File: src/utf8s_pkg.sv
// Shared types, constants and state codes for the UTF-8 filter.
// No dependencies; every other file in src imports this package.
`timescale 1ns / 1ps
`default_nettype none
package utf8s_pkg;

	localparam int HOLD_DEPTH = 4;
	localparam int HOLD_IDX_W = $clog2(HOLD_DEPTH);
	localparam int HOLD_CNT_W = HOLD_IDX_W + 1;

	localparam logic [7:0] ASCII_LIMIT = 8'h80;
	localparam logic [7:0] MASK_2      = 8'hE0;
	localparam logic [7:0] LEAD_2      = 8'hC0;
	localparam logic [7:0] MASK_3      = 8'hF0;
	localparam logic [7:0] LEAD_3      = 8'hE0;
	localparam logic [7:0] MASK_4      = 8'hF8;
	localparam logic [7:0] LEAD_4      = 8'hF0;
	localparam logic [7:0] MASK_CONT   = 8'hC0;
	localparam logic [7:0] CONT_TAG    = 8'h80;

	typedef struct packed {
		logic [7:0] in_byte;
		logic       end_of_text;
	} req_t;

	typedef struct packed {
		logic [7:0] out_byte;
		logic       byte_present;
		logic       text_done;
	} rsp_t;

	// Result of the shared byte classifier.
	typedef struct packed {
		logic [HOLD_CNT_W-1:0] seq_len;  // 0 when the byte cannot lead
		logic                  is_cont;  // 10xxxxxx
	} byte_class_t;

	// Events from the scan sequencer to the result queue.
	typedef struct packed {
		logic       push;
		logic [7:0] push_byte;
		logic       finish;
		logic       last;
	} scan_evt_t;

	typedef enum logic [1:0] {
		SCAN_IDLE,
		SCAN_LEAD,
		SCAN_CONT,
		SCAN_EMIT
	} scan_state_t;

endpackage
`default_nettype wire

File: src/utf8s_byte_class.sv
// Shared byte classifier: sequence length of a lead byte and the continuation test.
// Depends on utf8s_pkg.
`timescale 1ns / 1ps
`default_nettype none
module utf8s_byte_class (
	input  logic [7:0]                 byte_in,
	output utf8s_pkg::byte_class_t     cls
);
	import utf8s_pkg::*;

	always_comb begin
		if (byte_in < ASCII_LIMIT) begin
			cls.seq_len = HOLD_CNT_W'(1);
		end else if ((byte_in & MASK_2) == LEAD_2) begin
			cls.seq_len = HOLD_CNT_W'(2);
		end else if ((byte_in & MASK_3) == LEAD_3) begin
			cls.seq_len = HOLD_CNT_W'(3);
		end else if ((byte_in & MASK_4) == LEAD_4) begin
			cls.seq_len = HOLD_CNT_W'(4);
		end else begin
			cls.seq_len = '0;
		end
		cls.is_cont = (byte_in & MASK_CONT) == CONT_TAG;
	end

endmodule
`default_nettype wire

File: src/utf8s_scan.sv
// Holding buffer and scan sequencer: classifies one held byte per cycle
// through the shared classifier and pushes kept bytes. Depends on utf8s_pkg, utf8s_byte_class.
`timescale 1ns / 1ps
`default_nettype none
module utf8s_scan (
	input  logic                 clk,
	input  logic                 arst_n,
	input  logic                 start,
	input  utf8s_pkg::req_t      req,
	output logic                 busy,
	output utf8s_pkg::scan_evt_t evt
);
	import utf8s_pkg::*;

	scan_state_t           state_q, state_d;
	logic [7:0]            hold_q [HOLD_DEPTH];
	logic [HOLD_CNT_W-1:0] cnt_q, cnt_d;
	logic [HOLD_CNT_W-1:0] len_q, len_d;
	logic [HOLD_IDX_W-1:0] j_q, j_d;
	logic                  last_q;
	logic                  load;
	logic                  shift_en;
	logic [HOLD_CNT_W-1:0] shift_k;
	logic [7:0]            sel_byte;
	byte_class_t           cls;

	assign sel_byte = hold_q[j_q];

	utf8s_byte_class u_class (
		.byte_in (sel_byte),
		.cls     (cls)
	);

	always_comb begin
		state_d       = state_q;
		cnt_d         = cnt_q;
		len_d         = len_q;
		j_d           = j_q;
		load          = 1'b0;
		shift_en      = 1'b0;
		shift_k       = '0;
		evt.push      = 1'b0;
		evt.push_byte = sel_byte;
		evt.finish    = 1'b0;
		evt.last      = last_q;
		case (state_q)
			SCAN_IDLE: begin
				if (start) begin
					load    = 1'b1;
					cnt_d   = cnt_q + HOLD_CNT_W'(1);
					j_d     = '0;
					state_d = SCAN_LEAD;
				end
			end
			SCAN_LEAD: begin
				len_d = cls.seq_len;
				if (cnt_q == '0 || (cls.seq_len != '0 && cnt_q < cls.seq_len)) begin
					// nothing complete left: end the scan, flush on end of text
					evt.finish = 1'b1;
					if (last_q) begin
						cnt_d = '0;
						len_d = '0;
					end
					state_d = SCAN_IDLE;
				end else if (cls.seq_len == '0) begin
					shift_en = 1'b1;
					shift_k  = HOLD_CNT_W'(1);
					cnt_d    = cnt_q - HOLD_CNT_W'(1);
				end else if (cls.seq_len == HOLD_CNT_W'(1)) begin
					state_d = SCAN_EMIT;
				end else begin
					j_d     = HOLD_IDX_W'(1);
					state_d = SCAN_CONT;
				end
			end
			SCAN_CONT: begin
				if (!cls.is_cont) begin
					// drop only the lead and rescan
					shift_en = 1'b1;
					shift_k  = HOLD_CNT_W'(1);
					cnt_d    = cnt_q - HOLD_CNT_W'(1);
					j_d      = '0;
					state_d  = SCAN_LEAD;
				end else if ({1'b0, j_q} == len_q - HOLD_CNT_W'(1)) begin
					j_d     = '0;
					state_d = SCAN_EMIT;
				end else begin
					j_d = j_q + HOLD_IDX_W'(1);
				end
			end
			SCAN_EMIT: begin
				evt.push = 1'b1;
				if ({1'b0, j_q} == len_q - HOLD_CNT_W'(1)) begin
					shift_en = 1'b1;
					shift_k  = len_q;
					cnt_d    = cnt_q - len_q;
					j_d      = '0;
					state_d  = SCAN_LEAD;
				end else begin
					j_d = j_q + HOLD_IDX_W'(1);
				end
			end
			default: begin
				state_d = SCAN_IDLE;
			end
		endcase
	end

	assign busy = state_q != SCAN_IDLE;

	always_ff @(posedge clk or negedge arst_n) begin
		if (!arst_n) begin
			state_q <= SCAN_IDLE;
			cnt_q   <= '0;
			len_q   <= '0;
			j_q     <= '0;
			last_q  <= 1'b0;
		end else begin
			state_q <= state_d;
			cnt_q   <= cnt_d;
			len_q   <= len_d;
			j_q     <= j_d;
			if (load) begin
				last_q <= req.end_of_text;
			end
		end
	end

	// holding buffer: append at the fill count, advance the front past dropped or emitted bytes
	always_ff @(posedge clk) begin
		if (load) begin
			hold_q[cnt_q[HOLD_IDX_W-1:0]] <= req.in_byte;
		end else if (shift_en) begin
			for (int i = 0; i < HOLD_DEPTH; i++) begin
				if (HOLD_CNT_W'(i) + shift_k < HOLD_CNT_W'(HOLD_DEPTH)) begin
					hold_q[i] <= hold_q[HOLD_IDX_W'(HOLD_CNT_W'(i) + shift_k)];
				end
			end
		end
	end

endmodule
`default_nettype wire

File: src/utf8_invalid_byte_stripper_core.sv
// Top level of the UTF-8 filter: scan sequencer plus the result queue that
// tags the final result. Depends on utf8s_pkg, utf8s_scan.
`timescale 1ns / 1ps
`default_nettype none
//
// Channel   Direction  Handshake            Payload
// request   in         req_valid/req_stall  req : in_byte, end_of_text
// result    out        rsp_valid/rsp_stall  rsp : out_byte, byte_present, text_done
//
// A request is loaded, then scanned in steps of the shared byte classifier
// (one per lead test, continuation test and kept byte, at most nine for four
// held bytes, closing lead test included); its results then drain in order.
// Reset (arst_n low) empties the holding buffer and the result queue at once.
// req_stall stays high from the accept until the last result of that request
// is taken; a high rsp_stall holds the current result in place.
module utf8_invalid_byte_stripper_core (
	input  logic            clk,
	input  logic            arst_n,
	input  logic            req_valid,
	output logic            req_stall,
	input  utf8s_pkg::req_t req,
	output logic            rsp_valid,
	input  logic            rsp_stall,
	output utf8s_pkg::rsp_t rsp
);
	import utf8s_pkg::*;

	logic                  scan_busy;
	logic                  start;
	scan_evt_t             evt;
	logic [7:0]            q_byte_q    [HOLD_DEPTH];
	logic                  q_present_q [HOLD_DEPTH];
	logic [HOLD_CNT_W-1:0] q_cnt_q;
	logic [HOLD_IDX_W-1:0] rd_q;
	logic                  drain_q;
	logic                  last_q;
	logic                  pop;
	logic                  final_pop;
	logic                  marker;

	// accept only when the scan is idle and all results are delivered
	assign req_stall = scan_busy || drain_q;
	assign start     = req_valid && !req_stall;

	utf8s_scan u_scan (
		.clk    (clk),
		.arst_n (arst_n),
		.start  (start),
		.req    (req),
		.busy   (scan_busy),
		.evt    (evt)
	);

	// bare end marker when the text ends with nothing kept in this request
	assign marker = evt.finish && evt.last && (q_cnt_q == '0);

	assign rsp_valid        = drain_q;
	assign rsp.out_byte     = q_byte_q[rd_q];
	assign rsp.byte_present = q_present_q[rd_q];
	assign final_pop        = ({1'b0, rd_q} + HOLD_CNT_W'(1)) == q_cnt_q;
	assign rsp.text_done    = last_q && final_pop;
	assign pop              = drain_q && !rsp_stall;

	always_ff @(posedge clk or negedge arst_n) begin
		if (!arst_n) begin
			q_cnt_q <= '0;
			rd_q    <= '0;
			drain_q <= 1'b0;
			last_q  <= 1'b0;
		end else begin
			if (evt.push || marker) begin
				q_cnt_q <= q_cnt_q + HOLD_CNT_W'(1);
			end
			if (evt.finish) begin
				// start draining only when there is something to hand over
				drain_q <= (q_cnt_q != '0) || evt.last;
				last_q  <= evt.last;
			end
			if (pop) begin
				if (final_pop) begin
					// queue empty: rewind for the next request
					drain_q <= 1'b0;
					q_cnt_q <= '0;
					rd_q    <= '0;
				end else begin
					rd_q <= rd_q + HOLD_IDX_W'(1);
				end
			end
		end
	end

	// result queue storage: fill during the scan, drain afterwards
	always_ff @(posedge clk) begin
		if (evt.push) begin
			q_byte_q[q_cnt_q[HOLD_IDX_W-1:0]]    <= evt.push_byte;
			q_present_q[q_cnt_q[HOLD_IDX_W-1:0]] <= 1'b1;
		end else if (marker) begin
			q_byte_q[q_cnt_q[HOLD_IDX_W-1:0]]    <= 8'h00;
			q_present_q[q_cnt_q[HOLD_IDX_W-1:0]] <= 1'b0;
		end
	end

endmodule
`default_nettype wire

File: config.mk
export PLATFORM = sky130hd
export DESIGN_NAME = utf8_invalid_byte_stripper_core
export DESIGN_NICKNAME = d
export VERILOG_FILES = /design/src/utf8s_pkg.sv /design/src/utf8s_byte_class.sv /design/src/utf8s_scan.sv /design/src/utf8_invalid_byte_stripper_core.sv
export SDC_FILE = /design/constraint.sdc
export NUM_CORES = 1
export LEC_CHECK = 0
export BUFFER_PORTS_ARGS = -buffer_cell sky130_fd_sc_hd__buf_2
export CORE_MARGIN = 5
export CORE_UTILIZATION = 30
export CTS_CLUSTER_DIAMETER = 100
export CTS_CLUSTER_SIZE = 30
export DETAILED_ROUTE_END_ITERATION = 6
export PLACE_DENSITY_LB_ADDON = 0.1
export SYNTH_ARGS = -nofsm -noshare
export SYNTH_HDL_FRONTEND = slang
export SYNTH_HIERARCHICAL = 1
export SYNTH_SLANG_ARGS = --single-unit
export TNS_END_PERCENT = 1
File: constraint.sdc
create_clock -name clk -period 10.3 [get_ports clk]
set_clock_uncertainty 0.05 [all_clocks]
set_input_delay 1.03 -clock clk [delete_from_list [all_inputs] [get_ports clk]]
set_output_delay 1.03 -clock clk [all_outputs]
set_load 0.1 [all_outputs]
---- Word level (Yosys, flattened, before mapping) ----
Memories as Yosys holds them, arrays and structs flattened.
Cells that the tools add are included.
storage, ports and cells
  register bits after elaboration ......... 18
  memory bits (writable) .................. 68
  input bits .............................. 13
  output and inout port bits .............. 12
  memories ................................ 3
operators by class
  $add $sub $neg .......................... 11
  $lt $le $gt $ge ......................... 6
  equality and inequality tests ........... 20
  muxes and demuxes ....................... 81
  bitwise logic cells ..................... 2
  reductions and logical operators ........ 24
memory list
  name           depth  bits a word  rd ports  clocked after memory_dff  wr ports  RTL line                               RTL
  q_byte_q       4      8            1         0                         1         utf8_invalid_byte_stripper_core.sv:31  logic [7:0] q_byte_q [HOLD_DEPTH];
  u_scan.hold_q  4      8            5         0                         3         utf8s_scan.sv:16                       logic [7:0] hold_q [HOLD_DEPTH];
  q_present_q    4      1            1         0                         1         utf8_invalid_byte_stripper_core.sv:32  logic q_present_q [HOLD_DEPTH];
operators by type and width
  cell                                               count
  two-way mux 3 bit                                  17
  two-way mux 1 bit                                  41
  two-way mux 2 bit                                  15
  two-way mux 8 bit                                  3
  case mux 2 bit (4 select lines)                    2
  OR reduction 8 bit                                 2
  < comparator 3 bit (second input constant)         4
  case mux 3 bit (4 select lines)                    1
  != test 2 bit (second input constant)              5
  logical NOT 3 bit                                  3
  case mux 3 bit (3 select lines)                    1
  < comparator 8 bit (second input constant)         1
  AND reduction 4 bit                                2
  adder 2 x 3 -> 3 bit (first input constant)        2
  adder 3 x 1 -> 3 bit (second input constant)       2
  == test 2 bit (second input constant)              3
  logical AND 1 bit                                  6
  != test 3 x 2 -> 1 bit (second input constant)     2
  nonzero test 3 bit                                 2
  subtractor 3 x 1 -> 3 bit (second input constant)  2
  == test 5 bit (second input constant)              1
  AND reduction 5 bit                                1
  adder 2 x 1 -> 2 bit (second input constant)       2
  == test 4 bit (second input constant)              1
  other kinds (18)                                   23

---- Longest topological paths before layout ----
An unclocked memory read counts as a cell.
  word-level depth ........................ 19
  gate-level depth with buffers ........... 18

---- By module ----
Netlist, hierarchy kept.
modules (own cells, without submodules)
  module                           instances  cells an instance  area each (um^2)  sequential area each (um^2)
  utf8s_scan                       1          306                3724.8            1236.2
  utf8_invalid_byte_stripper_core  1          109                1856.8            1256.2
  utf8s_byte_class                 1          7                  41.3              0.0

---- Worst setup path after synthesis ----
Ideal clock, no wire load.
  kind .................................... register to register
  from .................................... register u_scan.j_q[1]
  to ...................................... memory u_scan.hold_q[1][0], data pin
  setup time .............................. 261 ps
  data arrival time ....................... 4287 ps
  setup slack ............................. 5702 ps
  cell stages (with the launch flop) ...... 17
  buffers on the path ..................... 3
  period minus slack after synthesis ...... 4598 ps
  cells stage by stage .................... dfrtp_1 -> buf_1 -> mux4_2 -> nand3b_1 -> nand2_1 -> nor3_2 -> a31o_4 -> o21ai_4 -> buf_2 -> ha_1 -> and3b_1 -> a41o_1 -> mux2i_1 -> nor2_2 -> and2_1 -> buf_2 -> a221o_1
RTL lines
  item                    RTL line           RTL
  from (decl)             utf8s_scan.sv:19   logic [HOLD_IDX_W-1:0] j_q, j_d;
  from (signal assigned)  utf8s_scan.sv:122  j_q <= j_d;
  to (decl)               utf8s_scan.sv:16

==> flow_metrics.py <==
metrics = {
    "synth": {
        "yosysUniqueCellTypes": 70,
        "ys.flop_type": "edfxtp_1",
        "synthTopCellsByCount": "68 x edfxtp_1, 30 x inv_1, 29 x mux4_2, 24 x nor2b_1, 22 x nor2_1",
        "ys_top_cells_by_area": "edfxtp_1 36%, mux4_2 12%, dfrtp_1 8.0%, mux4_1 5.6%, ha_1 4.0%",
        "yosys_warnings": 6,
        "synth-edff-count": 68,
        "netlist.area_leader.share_pct": 36.3,
        "synth_top_cell_by_area": "edfxtp_1",
        "ys_seq_elements": 86,
        "syn_area_per_cell_sq_um": 13.3,
        "netlist_area_sq_um": 5620,
        "syn-instance-count": 422,
        "synthMostInstantiatedCell": "edfxtp_1",
        "synth_nets": 454,
        "async_flop_share_pct": 20.9,
        "synth.yosys.seq_area_share_pct": 44.3,
    },
    "setup_path": {
        "cp_top_family": "compound AO/OA/AOI/OAI gates",
        "path_buf_inv": 1,
        "path_cells": "mux4_2 -> a21oi_1 -> nor3_2 -> a31o_4 -> o21ai_4 -> inv_6 -> ha_1 -> nor2b_1 -> a32oi_1 -> mux2_2 -> or2_1 -> nor4_1 -> a221o_1",
        "crit_fanout": 25,
        "crit_required_ns": 10.48,
        "worstPathArrival_ns": 5.49,
        "r2r_setup_slack_ns": 4.99,
        "cp-end-kind": "flip-flop",
        "critical_path_depth": 13,
        "slowest_delay_ns": 0.82,
        "criticalPathCategory": "flip-flop to flip-flop",
        "startpoint": "u_scan/j_q[1]",
        "r2r_cells": 13,
        "cp-start-kind": "flip-flop",
        "cp_slowest_cell": "dfrtp_1",
        "r2r-start": "u_scan/j_q[1]",
    },
    "detailed_routing": {
        "drt_iter0_drc": 235,
        "vias": 3747,
        "dr.pass1.iters": 6,
        "wl_per_cell_microns": 21.9,
        "drc_errors": 0,
        "routed_wl_microns": 14900,
        "final_antenna_net_count": 0,
        "vias_per_cell": 5.52,
    },
    "power_and_ir_drop": {
        "ir_worst_vdd_mv": 0.0947,
        "p_leak_nw": 2.19,
        "p_sw_share_pct": 46.7,
        "switchingPower_mw": 0.967,
        "pwr-share-seq_pct": 29.1,
        "pwr-share-comb_pct": 54.3,
        "power.total_mw": 2.07,
        "p_clk_share_pct": 16.6,
        "p_per_area_nw_per_um2": 331,
        "p_int_mw": 1.10,
    },
    "clock_tree": {
        "root_buffer": "clkbuf_16",
        "cts_htree_levels": 3,
        "cts.clk_slew.worst_paths_ns": 0.07,
        "post-cts-setup-buffers": 0,
        "clock_path_buffers": 2,
        "insertion_delay_ns": 0.35,
        "numCtsBuffers": 9,
        "cts_tree": "yes",
        "hold_buffers": 0,
        "post_cts_resized": 0,
        "cts_sinks": 86,
    },
    "sta": {
        "setup_tns_ns": 0,
        "grt_setup_unrepaired": "no",
        "timing.final.crit_share_pct": 51.5,
        "final_max_slew_viol_count": 0,
        "hold_viol": 0,
        "fmax_mhz": 188,
        "period_minus_slack_ns": 5.31,
        "setup_viol": 0,
        "setup_slack_ns": 4.99,
        "timing.slew.headroom_pct": 32.5,
        "worst_pin_slew_ns": 1.01,
    },
    "place": {
        "place_congestion": 0.792,
        "dp_hpwl_microns": 10000,
        "placed_cell_area_sq_um": 5940,
        "pre_cts_slack_ns": 4.98,
        "portBuffers": 24,
    },
    "flow_run": {
        "cap_viol_max_count": 0,
    },
    "floorplan": {
        "io_pins": 25,
        "rows": 50,
        "dieArea_sq_um": 21600,
        "start_util_pct": 30.3,
        "core_area_sq_um": 18600,
        "die_w_microns": 147,
        "dieHeight_microns": 147,
    },
    "cells_and_area": {
        "fin_area_sq_um": 6240,
        "drive_gt1_share_pct": 23.6,
        "fillers": 1808,
        "utilization_pct": 33.6,
        "final_nets": 472,
        "synthToLayoutAreaGrowth_pct": 11.1,
        "n_antenna_cell": 0,
    },
    "global_routing": {
        "antenna_found_initial": 0,
        "gr-total-overflow": 0,
        "grt_pass1_vias": 3763,
        "grt_max_degree": 33,
        "grt_use_total_pct": 14.0,
        "grt_pass1_wl_microns": 22900,
    },
    "worst_hold_path": {
        "min_path_type": "flip-flop to flip-flop",
        "min_path_cells": 1,
        "hp-start": "last_q",
    },
    "outcome": {
        "outcome": "completed",
    },
}
==> power by group through the flow <==
stage	clock (mW)	sequential (mW)	combinational [mW]
6_report	0.344	0.602	1.12
5_1_grt	0.367	0.617	1.21
4_1_cts	0.358	0.604	1.14
3_5_place_dp	0	0.611	1.13
3_3_place_gp	0	0.611	1.13
2_1_floorplan	0	0.563	0.924
==> per-layer routing <==
metal | up-vias | routed length (microns) | track usage (%)
met5 | - | 0 | 0
met4 | 0 | 176 | 3.68
met3 | 16 | 836 | 4.26
met2 | 112 | 7020 | 22.4
met1 | 1903 | 6840 | 18.5
li1 | 1716 | - | -
==> logic make-up after synthesis <==
group           synth area share, %
simple gates                   14.2
flops                          44.3
xor+xnor                       2.45
buf+inv                        4.27
mux                            20.0
compound gates                 10.4
fa+ha+maj                      4.36
==> path summary, 6_finish.rpt <==
| path | to |
|---|---|
| worst max-delay path | u_scan/hold_q[1][7] |
| worst min-delay path | last_q |
| worst max register to register | u_scan/hold_q[1][7] |
| worst min register to register | last_q |
| max in group asynchronous | u_scan/len_q[1] |
| min in group asynchronous | u_scan/cnt_q[2] |
==> stage by stage <==
step                hold WS [ns]  instances
finish                     0.473        679
global route               0.517        679
CTS                        0.490        679
detailed placement         0.474        663
global placement           0.465        663
floorplan                  0.422        422
==> placed cells by master (no fill, tap or decap), types with 4 or more instances in the layout <==
cell type  instances
mux4_2            29
dfrtp_1           18
nand2_1           19
a21o_1             5
nor2b_1           24
o31ai_1            4
xor2_1             4
and2_1             5
nor2_1            22
inv_1             30
mux4_1            12
ha_1              18
clkbuf_16          9
a21oi_1            6
edfxtp_1          68
nor3_1             6
a222oi_1           8
o21ai_0            6
a221o_1           17
nor4_1             8
mux2_2            12
nor3b_1           16
buf_2             24
==> final cells by class <==
class                   instances  area (sq um)  area share [%]
clock buffers                   9           225            3.61
clock inverters                 7          80.1            1.28
inverters                      33           129            2.06
multi-input cells             284          2890            46.3
flip-flops and latches         86          2490            39.9
well taps                     234           293            4.69
repair buffers                 26           135            2.16
==> flip-flops by register name, summed over array words and instances, names as in the netlist <==
name / count
u_scan/j_q: 2
rd_q: 2
u_scan/hold_q: 32
u_scan/len_q: 3
u_scan/cnt_q: 3
rsp_valid: 1
q_present_q: 4
q_cnt_q: 3
q_byte_q: 32
last_q: 1
u_scan/last_q: 1
u_scan/state_q: 2
Note: power is estimated with default switching activity, not from simulation.
